**src/sv/gdrc_pkg.sv**
```systemverilog
`default_nettype none

package gdrc_pkg;

  // default sizes
  localparam int GRID_WIDTH_DEF     = 64;
  localparam int GRID_HEIGHT_DEF    = 64;
  localparam int SCREEN_COLUMNS_DEF = 1024;

  // field widths
  localparam int POS_W     = 22;
  localparam int DIR_W     = 18;
  localparam int COL_W     = 10;
  localparam int CELL_W    = 6;
  localparam int CODE_W    = 4;
  localparam int DIST_W    = 40;
  localparam int CFG_W     = 22;
  localparam int CFG_IDX_W = 3;
  localparam int FRAC_W    = 16;

  // internal widths
  localparam int CAM_W  = 28;
  localparam int PROD_W = CAM_W + DIR_W;
  localparam int RAY_W  = 31;
  localparam int NUM_W  = 33;
  localparam int DEN_W  = 31;
  localparam int F_W    = 17;

  localparam logic [DIST_W-1:0] DIST_MAX  = {DIST_W{1'b1}};
  localparam logic [CODE_W-1:0] WALL_CODE = 4'd1;
  localparam logic [F_W-1:0]    ONE_Q16   = 17'h1_0000;

  localparam logic [POS_W-1:0]        POS_X_RST   = '0;
  localparam logic [POS_W-1:0]        POS_Y_RST   = '0;
  localparam logic signed [DIR_W-1:0] DIR_X_RST   = 18'sd65536;
  localparam logic signed [DIR_W-1:0] DIR_Y_RST   = 18'sd0;
  localparam logic signed [DIR_W-1:0] PLANE_X_RST = 18'sd0;
  localparam logic signed [DIR_W-1:0] PLANE_Y_RST = 18'sd43254;

  typedef enum logic [CFG_IDX_W-1:0] {
    CFG_POS_X   = 3'd0,
    CFG_POS_Y   = 3'd1,
    CFG_DIR_X   = 3'd2,
    CFG_DIR_Y   = 3'd3,
    CFG_PLANE_X = 3'd4,
    CFG_PLANE_Y = 3'd5
  } cfg_idx_t;

  typedef enum logic {
    OP_WRITE = 1'b0,
    OP_CAST  = 1'b1
  } op_t;

  typedef enum logic [1:0] {
    DIV_CAM = 2'd0,
    DIV_DX  = 2'd1,
    DIV_DY  = 2'd2
  } div_sel_t;

  typedef struct packed {
    logic     clr_step;
    logic     in_ready;
    logic     load_cast;
    logic     div_start;
    div_sel_t div_sel;
    logic     cam_take;
    logic     ray_mul;
    logic     ray_add;
    logic     dx_take;
    logic     dy_take;
    logic     init_side;
    logic     walk_step;
    logic     out_load;
  } ctrl_cmd_t;

  typedef struct packed {
    logic clr_last;
    logic in_valid;
    logic in_cast;
    logic div_done;
    logic outside;
    logic hit;
    logic out_full;
    logic out_ready;
  } dp_stat_t;

endpackage

`default_nettype wire

```
**src/sv/gdrc_ctrl.sv**
```systemverilog
`default_nettype none

module gdrc_ctrl (
  input  wire logic                  clk,
  input  wire logic                  rst_n,
  input  wire gdrc_pkg::dp_stat_t    stat,
  output gdrc_pkg::ctrl_cmd_t        cmd
);
  typedef enum logic [12:0] {
    ST_CLEAR = 13'b0000000000001,
    ST_IDLE  = 13'b0000000000010,
    ST_CAM   = 13'b0000000000100,
    ST_RAY_M = 13'b0000000001000,
    ST_RAY_A = 13'b0000000010000,
    ST_DX    = 13'b0000000100000,
    ST_DX_W  = 13'b0000001000000,
    ST_DY    = 13'b0000010000000,
    ST_DY_W  = 13'b0000100000000,
    ST_INIT  = 13'b0001000000000,
    ST_STEP  = 13'b0010000000000,
    ST_CHECK = 13'b0100000000000,
    ST_DONE  = 13'b1000000000000
  } state_t;

  state_t state_r, state_nxt;

  always_comb begin
    cmd       = '0;
    cmd.div_sel = gdrc_pkg::DIV_CAM;
    state_nxt = state_r;
    case (state_r)
      ST_CLEAR: begin
        cmd.clr_step = 1'b1;
        if (stat.clr_last) state_nxt = ST_IDLE;
      end
      ST_IDLE: begin
        cmd.in_ready = 1'b1;
        if (stat.in_valid && stat.in_cast) begin
          cmd.load_cast = 1'b1;
          state_nxt     = ST_CAM;
        end
      end
      ST_CAM: begin
        cmd.cam_take = 1'b1;
        state_nxt    = ST_RAY_M;
      end
      ST_RAY_M: begin
        cmd.ray_mul = 1'b1;
        state_nxt   = ST_RAY_A;
      end
      ST_RAY_A: begin
        cmd.ray_add = 1'b1;
        state_nxt   = ST_DX;
      end
      ST_DX: begin
        cmd.div_start = 1'b1;
        cmd.div_sel   = gdrc_pkg::DIV_DX;
        state_nxt     = ST_DX_W;
      end
      ST_DX_W: begin
        if (stat.div_done) begin
          cmd.dx_take = 1'b1;
          state_nxt   = ST_DY;
        end
      end
      ST_DY: begin
        cmd.div_start = 1'b1;
        cmd.div_sel   = gdrc_pkg::DIV_DY;
        state_nxt     = ST_DY_W;
      end
      ST_DY_W: begin
        if (stat.div_done) begin
          cmd.dy_take = 1'b1;
          state_nxt   = ST_INIT;
        end
      end
      ST_INIT: begin
        cmd.init_side = 1'b1;
        state_nxt     = stat.outside ? ST_DONE : ST_STEP;
      end
      ST_STEP: begin
        cmd.walk_step = 1'b1;
        state_nxt     = ST_CHECK;
      end
      ST_CHECK: begin
        if (stat.outside || stat.hit) state_nxt = ST_DONE;
        else state_nxt = ST_STEP;
      end
      ST_DONE: begin
        if (!stat.out_full || stat.out_ready) begin
          cmd.out_load = 1'b1;
          state_nxt    = ST_IDLE;
        end
      end
      default: state_nxt = ST_CLEAR;
    endcase
  end

  always_ff @(posedge clk) begin
    if (!rst_n) state_r <= ST_CLEAR;
    else state_r <= state_nxt;
  end

  a_div_done_waiting: assert property (@(posedge clk) disable iff (!rst_n)
    stat.div_done |-> (state_r == ST_DX_W || state_r == ST_DY_W))
    else $error("divider finished outside a wait state");

  a_check_after_step: assert property (@(posedge clk) disable iff (!rst_n)
    state_r == ST_CHECK |-> $past(state_r) == ST_STEP)
    else $error("cell check without a step");

  a_result_loaded: assert property (@(posedge clk) disable iff (!rst_n)
    (state_r == ST_DONE && (!stat.out_full || stat.out_ready)) |=> stat.out_full)
    else $error("result not held in output register");

endmodule

`default_nettype wire

```
**config.mk**
```make
export PLATFORM = sky130hd
export DESIGN_NAME = gdrc_ctrl
export DESIGN_NICKNAME = d
export VERILOG_FILES = /design/src/sv/gdrc_pkg.sv /design/src/sv/gdrc_ctrl.sv
export SDC_FILE = /design/constraint.sdc
export NUM_CORES = 1
export LEC_CHECK = 0
export ABC_AREA = 1
export BUFFER_PORTS_ARGS = -buffer_cell sky130_fd_sc_hd__buf_4
export CELL_PAD_IN_SITES_DETAIL_PLACEMENT = 0
export CELL_PAD_IN_SITES_GLOBAL_PLACEMENT = 1
export CORE_MARGIN = 2
export CORE_UTILIZATION = 39
export CTS_CLUSTER_DIAMETER = 30
export DETAILED_ROUTE_END_ITERATION = 16
export PLACE_DENSITY_LB_ADDON = 0.2
export SETUP_SLACK_MARGIN = 0.5
export SYNTH_ARGS = -nofsm -noshare
export SYNTH_HDL_FRONTEND = slang
export SYNTH_SLANG_ARGS = --single-unit
```
**constraint.sdc**
```tcl
create_clock -name clk -period 2 [get_ports clk]
set_input_delay 0.1 -clock clk [delete_from_list [all_inputs] [get_ports clk]]
set_output_delay 0.1 -clock clk [all_outputs]
set_load 0.05 [all_outputs]
```
==> impl_metrics.env, run 1 <==
export IMPL_rows=18
export IMPL_cp_max_fo=8
export IMPL_path_class="reg2out"
export IMPL_num_antenna_cells=0
export IMPL_initial_core_util_pct=41.01
export IMPL_cpMostUsedCell="nor2_4"
export IMPL_gr_total_overflow=0
export IMPL_synth_area_top_cells="dfxtp_1 (26%), nor2_1 (11%), inv_1 (10%)"
export IMPL_cts_root_buffer="clkbuf_4"
export IMPL_synthesis_area_um2=1016
export IMPL_placed_cells=212
export IMPL_synth_distinct_cells=23
export IMPL_rsz0062_at_grt="true"
export IMPL_first_pass_iters=4
export IMPL_fmax_mhz=625.0
export IMPL_max_cap_violations=0
export IMPL_grt_pass1_wl_mm=4.229
export IMPL_port_buffers=23
export IMPL_max_vdd_ir_drop_mv=0.4124
export IMPL_syn_num_nets=169
export IMPL_fin_crit_ns=1.600
export IMPL_cts_buffer_depth=2
export IMPL_gp_congestion=0.7970
export IMPL_finalMaxSlewViolations=0
export IMPL_drt_antenna_violating_nets=0
export IMPL_vias=1072
export IMPL_critPathCaptureType="output pin"
export IMPL_dr_first_iter_drc_count=15
export IMPL_leakage_nw=0.7450
export IMPL_max_stage_delay_ns=0.36
export IMPL_grt_pass1_vias=975
export IMPL_final_cells=228
export IMPL_reg2reg_from="state_r[11]$_SDFFE_PN0P_"
export IMPL_cp_startpoint="state_r[11]$_SDFFE_PN0P_"
export IMPL_synth_top_area_share_pct=25.62
export IMPL_core_um2=2477
export IMPL_avgSynthCellArea_um2=6.390
export IMPL_hp_start="rst_n"
export IMPL_cp_required_ns=1.90
export IMPL_die_h_um=55.04
export IMPL_clkTransAtPathRegs_ns=0.10
export IMPL_num_io_pins=24
export IMPL_synth_top_area_cell="dfxtp_1"
export IMPL_remaining_drc_errors=0
export IMPL_yosys_warnings=0
export IMPL_final_nets=209
export IMPL_cts_buffers_inserted=3
export IMPL_largest_register="state_r"
export IMPL_cp_start_kind="flip-flop"
export IMPL_hp_class="in2reg"
export IMPL_finalSetupTns_ns=0
export IMPL_worstMarginPinSlew_ns=0.2468
export IMPL_die_w_um=55.04
export IMPL_clock_latency_ns=0.29
export IMPL_cp_cell_sequence="nor2_4 > nand2_4 > nor2_8 > nand2_2 > nor2_4 > buf_8"
export IMPL_cp_top_family="simple AND/OR/NAND/NOR gates"
export IMPL_largest_reg_flops=13
export IMPL_detailed_place_hpwl_mm=2.052
export IMPL_grt_usage_pct=20.06
export IMPL_status="finished clean"
export IMPL_crit_slowest_cell="dfxtp_2"
export IMPL_grt_max_degree=9
export IMPL_synth_cells=159
export IMPL_cts_tree="done"
export IMPL_wl_per_cell_um=11.69
export IMPL_area_growth_pct=47.78
export IMPL_cts_sinks=13
export IMPL_totalWireLength_mm=2.665
export IMPL_via_per_inst=4.702
export IMPL_slew_headroom_pct=83.52
export IMPL_synth_seq_area_share_pct=25.62
export IMPL_antenna_found_initial=0
export IMPL_pwr_density_cell_nw_per_um2=714.9
export IMPL_drive_gt1_share_pct=48.48
export IMPL_crit_buf_inv=1
export IMPL_h_tree_depth=1
export IMPL_p_total_mw=1.073
export IMPL_setup_violations_final=0
export IMPL_dieArea_um2=3029
export IMPL_cp_arrival_ns=1.50
export IMPL_reg_top3="state_r x13"
export IMPL_finalCritPeriodShare_pct=80.00
export IMPL_synth_seq_cells=13
export IMPL_hold_violations=0
export IMPL_skew_ns=0.005257
[logic make-up after synthesis]
family	after synthesis	share of synthesized area (%)
AO/OA/AOI/OAI	8	4.802
buffers and inverters	34	12.68
flip-flops	13	25.62
AND/OR/NAND/NOR	104	56.90
[worst reg2reg max path, cell delays in order, from the launching register on]
cell and delay [ns]:
dfxtp_2 0.36, nor2_4 0.19, nand2_4 0.10, nor2_8 0.18
nand2_2 0.10, nor2_4 0.13, buf_4 0.12, nor2_1 0.03
nand2_1 0.09, o21bai_2 0.09, nor2_1 0.09
[final cells by class]
class	count	area, um^2
well taps	30	37.54
flip-flops and latches	13	275.3
clock buffers	4	26.28
repair buffers	35	332.8
inverters	34	132.6
fillers	247	975.9
multi-input cells	112	696.9
[synth_stat cells (all sizes together)]
master and number:
nand3 14, nand3b 4, a21oi 2, nand4 3, nand2 31, nor3b 1
o211ai 1, nor3 4, o21ai 4, clkinv 1, dfxtp 13, o21bai 1
inv 33, and2 1, nor2 46
[cell usage in the layout (no fill, tap or decap), drive strengths merged]
cell type	instances
and2	1
nand2	31
a21oi	2
nand4	3
o21bai	1
clkbuf	4
nor3b	1
o21ai	4
nand3	14
dlygate4sd3	1
nor2	46
dfxtp	13
buf	34
clkinv	1
o211ai	1
nand3b	4
nor3	4
inv	33
[report_power, final]
group          internal (mW)  switching, mW
combinational          0.203          0.380
sequential             0.285         0.0257
clock                 0.0776          0.103
total                  0.565          0.508
[layer usage]
layer	GRT usage (%)	part of all wire, %	vias to the layer above
li1	-	-	561
met1	24.39	44	483
met2	34.13	50	26
met3	6.183	5.1	2
met4	5.285	0.71	0
met5	0	0	-
[worst paths after layout]
path | depth (start not counted) | end | slack [ns]
max | 6 | cmd[5] | 0.40
min | 2 | state_r[0]$_SDFFE_PN1P_ | 0.04
min reg2reg | 4 | state_r[6]$_SDFFE_PN0P_ | 0.58
max reg2reg | 10 | state_r[8]$_SDFFE_PN0P_ | 0.46
[metrics by stage]
stage,hold WS (ns),cell area (um^2),util [%],worst slack [ns]
final,0.04145,1501,60.61,0.3999
after global routing,0.03644,1501,60.61,0.3125
after CTS,0.03336,1443,58.23,0.3865
after detailed placement,0.2861,1250,50.45,0.5298
after global placement,0.2848,1250,50.45,0.5296
after floorplan,0.1761,1040,-,0.4862
[what timing repair did]
action / 4_1_cts / 5_1_grt
pin swaps: 13 / 7
cloned: 0 / 0
buffers inserted: 7 / 4
hold buffers: 1 / 0
setup endpoints to repair: 14 / 22
resized for setup: 35 / 10
endpoints found under the hold margin: 1 / 0
Power figures use the tool's default switching activity.
==> run 2: changes to the inputs <==
Settings changed: ABC_AREA 1 to 0, CORE_UTILIZATION 39 to 34.
Clock period 2 ns to 1.4 ns, I/O delays scaled along.
==> impl_metrics.env, run 2 <==
export IMPL_intPower_mw=0.8051
export IMPL_syn_num_nets=120
export IMPL_fin_crit_ns=2.045
export IMPL_area_growth_pct=98.55
export IMPL_rows=19
export IMPL_via_per_inst=5.085
export IMPL_antenna_found_initial=0
export IMPL_num_antenna_cells=0
export IMPL_rsz0062_at_grt="true"
export IMPL_dr_first_iter_drc_count=10
export IMPL_synth_seq_area_share_pct=27.40
export IMPL_path_class="reg2out"
export IMPL_hp_class="in2reg"
export IMPL_gr_total_overflow=0
export IMPL_power_frac_comb_pct=48.2
export IMPL_setup_violations_final=26
export IMPL_skew_ns=0.003425
export IMPL_largest_register="state_r"
export IMPL_final_nets=193
export IMPL_die_w_um=56.85
export IMPL_leakage_nw=0.7612
export IMPL_synth_top_area_share_pct=27.40
export IMPL_wl_per_cell_um=13.62
export IMPL_avgSynthCellArea_um2=8.633
export IMPL_pwr_density_cell_nw_per_um2=646.4
export IMPL_clkTransAtPathRegs_ns=0.08
export IMPL_vias=1083
export IMPL_remaining_drc_errors=0
export IMPL_finalMaxSlewViolations=0
export IMPL_worstMarginPinSlew_ns=0.3460
export IMPL_cts_tree="done"
export IMPL_synth_edf_count=0
export IMPL_num_io_pins=24
export IMPL_layout_commonest_cell="buf_4"
export IMPL_switching_power_mw=0.4137
export IMPL_p_total_mw=1.219
export IMPL_cp_start_kind="flip-flop"
export IMPL_totalWireLength_mm=2.902
export IMPL_synth_seq_cells=13
export IMPL_synth_most_common_cell="nor2_1"
export IMPL_synth_area_top_cells="dfxtp_1 (27%), nor3b_2 (6.6%), nor2_1 (5.9%)"
export IMPL_cts_sinks=13
export IMPL_hold_violations=0
export IMPL_first_pass_iters=4
export IMPL_synth_async_reset_ratio_pct=0
export IMPL_fmax_mhz=489.1
export IMPL_cp_arrival_ns=1.97
export IMPL_clock_latency_ns=0.27
export IMPL_drt_antenna_violating_nets=0
export IMPL_core_um2=2710
export IMPL_die_h_um=56.85
export IMPL_synth_distinct_cells=41
export IMPL_most_common_layout_cells="buf_4 (46), buf_6 (21), nor2_1 (11)"
export IMPL_detailed_place_hpwl_mm=2.025
export IMPL_gp_congestion=0.7914
export IMPL_synthesis_area_um2=949.7
export IMPL_rrSetupSlack_ns=-0.61
export IMPL_grt_pass1_vias=1100
export IMPL_setup_ws_ns=-0.6445
export IMPL_violations="setup timing"
export IMPL_ys_top_cells_by_count="nor2_1 (15), dfxtp_1 (13), nand3_1 (8)"
export IMPL_max_vdd_ir_drop_mv=0.6351
export IMPL_cp_max_fo=5
export IMPL_swShare_pct=33.94
export IMPL_hold_ws_ns=0.09296
export IMPL_grt_pass1_wl_mm=4.899
export IMPL_critPathCaptureType="output pin"
export IMPL_h_tree_depth=1
export IMPL_yosys_warnings=0
export IMPL_cts_buffer_depth=2
export IMPL_synth_ff_type="dfxtp_1"
export IMPL_slew_headroom_pct=76.76
export IMPL_grt_max_degree=11
export IMPL_status="finished, violations left"
export IMPL_cts_buffers_inserted=3
export IMPL_drive_gt1_share_pct=68.68
export IMPL_reg_top3="state_r x13"
export IMPL_cts_root_buffer="clkbuf_4"
export IMPL_port_buffers=23
export IMPL_initial_core_util_pct=35.04
export IMPL_p_clk_share_pct=19.5
export IMPL_grt_usage_pct=19.26
export IMPL_largest_reg_flops=13
export IMPL_dieArea_um2=3232
export IMPL_fin_util_pct=69.58
export IMPL_synth_top_area_cell="dfxtp_1"
export IMPL_cp_required_ns=1.33
export IMPL_max_cap_violations=0
export IMPL_power_frac_seq_pct=32.3
export IMPL_synth_cells=110
export IMPL_finalCritPeriodShare_pct=146.0
==> run 2: cell types whose count changed in the layout (fill, tap and decap cells not counted), moves of 5 or more <==
cell | before | now
nand2_1 | 19 | 2
nand2_2 | 7 | 1
nand3_4 | 0 | 5
inv_1 | 25 | 2
nand3_1 | 13 | 3
buf_4 | 20 | 46
nor2_2 | 10 | 0
buf_6 | 10 | 21
nor2_1 | 22 | 11
nor2_4 | 13 | 4
inv_2 | 8 | 0
==> run 2: power by group through the flow <==
stage | logic [mW] | registers (mW) | clock network [mW]
floorplan | 0.234 | 0.415 | 0
global placement | 0.385 | 0.405 | 0
detailed placement | 0.389 | 0.406 | 0
CTS | 0.543 | 0.393 | 0.253
global route | 0.634 | 0.394 | 0.265
finish | 0.587 | 0.394 | 0.238
==> run 2: critical path: stages (launching register included) <==
cell and delay (ns):
dfxtp_2 0.33, or4_4 0.60, nor3_4 0.27, buf_4 0.17, nand3_4 0.08, nor2_4 0.10
buf_6 0.16
==> run 2: layout make-up <==
cell class / instances / area [um^2]
Multi-Input combinational cell: 88 / 852.1
Fill cell: 224 / 824.5
Timing Repair Buffer: 73 / 671.9
Sequential cell: 13 / 274.0
Tap cell: 31 / 38.79
Clock buffer: 4 / 26.28
Inverter: 4 / 22.52
==> run 2: final timing paths <==
check                                              from                       end  cells after the start
worst max-delay path            state_r[9]$_SDFFE_PN0P_                    cmd[4]                      6
worst min-delay path                            stat[3]  state_r[10]$_SDFFE_PN0P_                      2
worst max register to register  state_r[9]$_SDFFE_PN0P_   state_r[5]$_SDFFE_PN0P_                      7
worst min register to register  state_r[0]$_SDFFE_PN1P_   state_r[0]$_SDFFE_PN1P_                      3
==> run 2: logic make-up after synthesis <==
kind of cell | count (synthesis) | synth area share (%)
buf+inv | 9 | 6.981
simple gates | 65 | 47.17
compound gates | 18 | 13.83
flops | 13 | 27.40
xor+xnor | 5 | 4.611
==> run 2: repair_timing <==
item	CTS	global route
setup buffers	16	7
hold buffers	0	0
setup endpoints to repair	27	27
gates resized for setup	52	12
pin swaps	22	15
gates cloned	0	0
==> run 2: per-layer routing <==
layer | vias up | track usage [%] | wire (um)
met5 | - | 0 | 0
met4 | 0 | 4.651 | 66
met3 | 6 | 5.530 | 94
met2 | 17 | 33.22 | 1493
met1 | 510 | 23.50 | 1247
li1 | 550 | - | -
==> run 2: per-stage QoR <==
stage	std cells	setup TNS [ns]	setup WS (ns)	cell area, um^2
floorplan	110	-7.650	-0.6026	1067
global placement	186	-6.846	-0.3776	1421
detailed placement	186	-7.452	-0.4152	1421
CTS	206	-12.00	-0.6516	1783
global route	213	-14.95	-0.7506	1886
finish	213	-12.58	-0.6445	1886
==> run 3: changes to the inputs <==
==> constraint.sdc (replaced) <==
create_clock -name clk -period 1.4 [get_ports clk]
set_input_delay 0.28 -clock clk [delete_from_list [all_inputs] [get_ports clk]]
set_output_delay 0.28 -clock clk [all_outputs]
set_load 0.05 [all_outputs]
==> impl_metrics.env, run 3 (synthesized netlist as in run 2, its figures left out) <==
export IMPL_cp_start_kind="flip-flop"
export IMPL_violations="setup timing"
export IMPL_grt_usage_pct=17.71
export IMPL_largest_reg_flops=13
export IMPL_path_class="reg2out"
export IMPL_antenna_found_initial=0
export IMPL_cts_tree="done"
export IMPL_leakage_nw=0.7311
export IMPL_reg2reg_from="state_r[9]$_SDFFE_PN0P_"
export IMPL_grt_max_degree=11
export IMPL_remaining_drc_errors=0
export IMPL_wl_met2_mm=1.362
export IMPL_cp_arrival_ns=1.97
export IMPL_detailed_place_hpwl_mm=1.915
export IMPL_fin_crit_ns=2.250
export IMPL_cts_root_buffer="clkbuf_4"
export IMPL_hp_class="in2reg"
export IMPL_setup_ws_ns=-0.8503
export IMPL_skew_ns=0.004419
export IMPL_r2r_cells=7
export IMPL_grt_pass1_vias=1027
export IMPL_reg2reg_to="state_r[1]$_SDFFE_PN0P_"
export IMPL_most_common_layout_cells="buf_4 (43), buf_6 (19), nor2_1 (10), dfxtp_1 (10), buf_8 (7)"
export IMPL_clock_latency_ns=0.28
export IMPL_final_cells=209
export IMPL_drive_gt1_share_pct=61.80
export IMPL_fillers=228
export IMPL_placed_cells=189
export IMPL_worstMarginPinSlew_ns=0.3387
export IMPL_max_cap_violations=0
export IMPL_grt_pass1_wl_mm=4.485
export IMPL_rsz0062_at_grt="true"
export IMPL_die_w_um=56.85
export IMPL_postCtsHoldBufs=0
export IMPL_die_h_um=56.85
export IMPL_status="finished, violations left"
export IMPL_fin_util_pct=66.25
export IMPL_num_antenna_cells=0
export IMPL_multiInputGateArea_um2=799.5
export IMPL_place_ws_ns=-0.6151
export IMPL_cts_buffers_inserted=3
export IMPL_cp_max_fo=4
export IMPL_gp_congestion=0.7749
export IMPL_area_growth_pct=89.06
export IMPL_final_nets=189
export IMPL_layout_commonest_cell="buf_4"
export IMPL_gr_total_overflow=0
export IMPL_dieArea_um2=3232
export IMPL_drt_antenna_violating_nets=0
export IMPL_h_tree_depth=1
export IMPL_first_pass_iters=3
export IMPL_slew_headroom_pct=77.21
export IMPL_reg_top3="state_r x13"
export IMPL_num_io_pins=24
export IMPL_via_per_inst=4.947
export IMPL_hold_violations=0
export IMPL_fmax_mhz=444.4
export IMPL_wl_met1_mm=1.221
export IMPL_cts_sinks=13
export IMPL_critPathCaptureType="output pin"
export IMPL_final_seq_area_um2=266.5
export IMPL_totalWireLength_mm=2.697
export IMPL_cp_startpoint="state_r[9]$_SDFFE_PN0P_"
export IMPL_hold_ws_ns=0.2951
export IMPL_port_buffers=23
export IMPL_max_vdd_ir_drop_mv=0.6341
export IMPL_finalCritPeriodShare_pct=160.7
export IMPL_wl_per_cell_um=12.90
export IMPL_dr_first_iter_drc_count=7
export IMPL_cts_buffer_depth=2
export IMPL_setup_violations_final=27
export IMPL_cp_required_ns=1.12
export IMPL_rrSetupSlack_ns=-0.61
export IMPL_largest_register="state_r"
export IMPL_vias=1034
export IMPL_clkTransAtPathRegs_ns=0.08
export IMPL_dr_wl_met3_um=86
export IMPL_core_um2=2710
export IMPL_pwr_density_cell_nw_per_um2=641.0
export IMPL_top_layer="met4"
export IMPL_crit_end="cmd[9]"
export IMPL_rows=19
export IMPL_initial_core_util_pct=35.04
export IMPL_finalMaxSlewViolations=0
-- run 3: cell types whose count changed in the layout (fill, tap and decap cells not counted), sizes merged --
cell / previous run / this run
buf: 73 / 69
-- run 3: power breakdown --
part / internal, mW / switching, mW / total (mW)
registers: 0.380 / 0.00737 / 0.387
clock network: 0.110 / 0.126 / 0.237
logic: 0.272 / 0.256 / 0.527
total: 0.762 / 0.389 / 1.15
-- run 3: how the worst min path moves through the flow --
stage             from                        to  slack (ns)  cells past startpoint
3_3_place_gp   stat[3]  state_r[10]$_SDFFE_PN0P_        0.59                      2
4_1_cts        stat[3]  state_r[10]$_SDFFE_PN0P_        0.29                      2
3_5_place_dp   stat[3]  state_r[10]$_SDFFE_PN0P_        0.58                      2
5_1_grt        stat[3]  state_r[10]$_SDFFE_PN0P_        0.29                      2
6_report       stat[3]  state_r[10]$_SDFFE_PN0P_        0.30                      2
2_1_floorplan  stat[7]   state_r[0]$_SDFFE_PN1P_        0.46                      3
-- run 3: metal layers --
layer	global-route usage [%]	up-vias
met2	28.90	14
met4	3.987	0
met1	23.14	479
met5	0	-
met3	5.069	2
li1	-	539
-- run 3: through the flow --
stage / setup TNS, ns / total power, mW / cell area [um^2]
detailed placement: -11.17 / 0.8083 / 1463
global route: -18.17 / 1.223 / 1795
finish: -15.84 / 1.151 / 1795
global placement: -10.75 / 0.8054 / 1463
CTS: -15.16 / 1.118 / 1680
floorplan: -10.37 / 0.6724 / 1086
-- run 3: layout make-up --
cell class,instances,share of cell area [%]
Clock buffer,4,1.463
Sequential cell,13,14.84
Timing Repair Buffer,69,35.75
Tap cell,31,2.160
Multi-Input combinational cell,88,44.53
Inverter,4,1.254
-- run 3: critical path, cell delays in order, from the launching register on --
cell and delay (ns):
dfxtp_2 0.33, or4_4 0.60, nor3_4 0.21, buf_4 0.16
and4b_1 0.23, buf_6 0.17
-- run 3: timing repair --
item / 4_1_cts / 5_1_grt
gates resized for setup: 30 / 15
pin swaps: 16 / 8
endpoints found under the setup margin: 27 / 27
cloned: 0 / 0
buffers inserted: 9 / 7
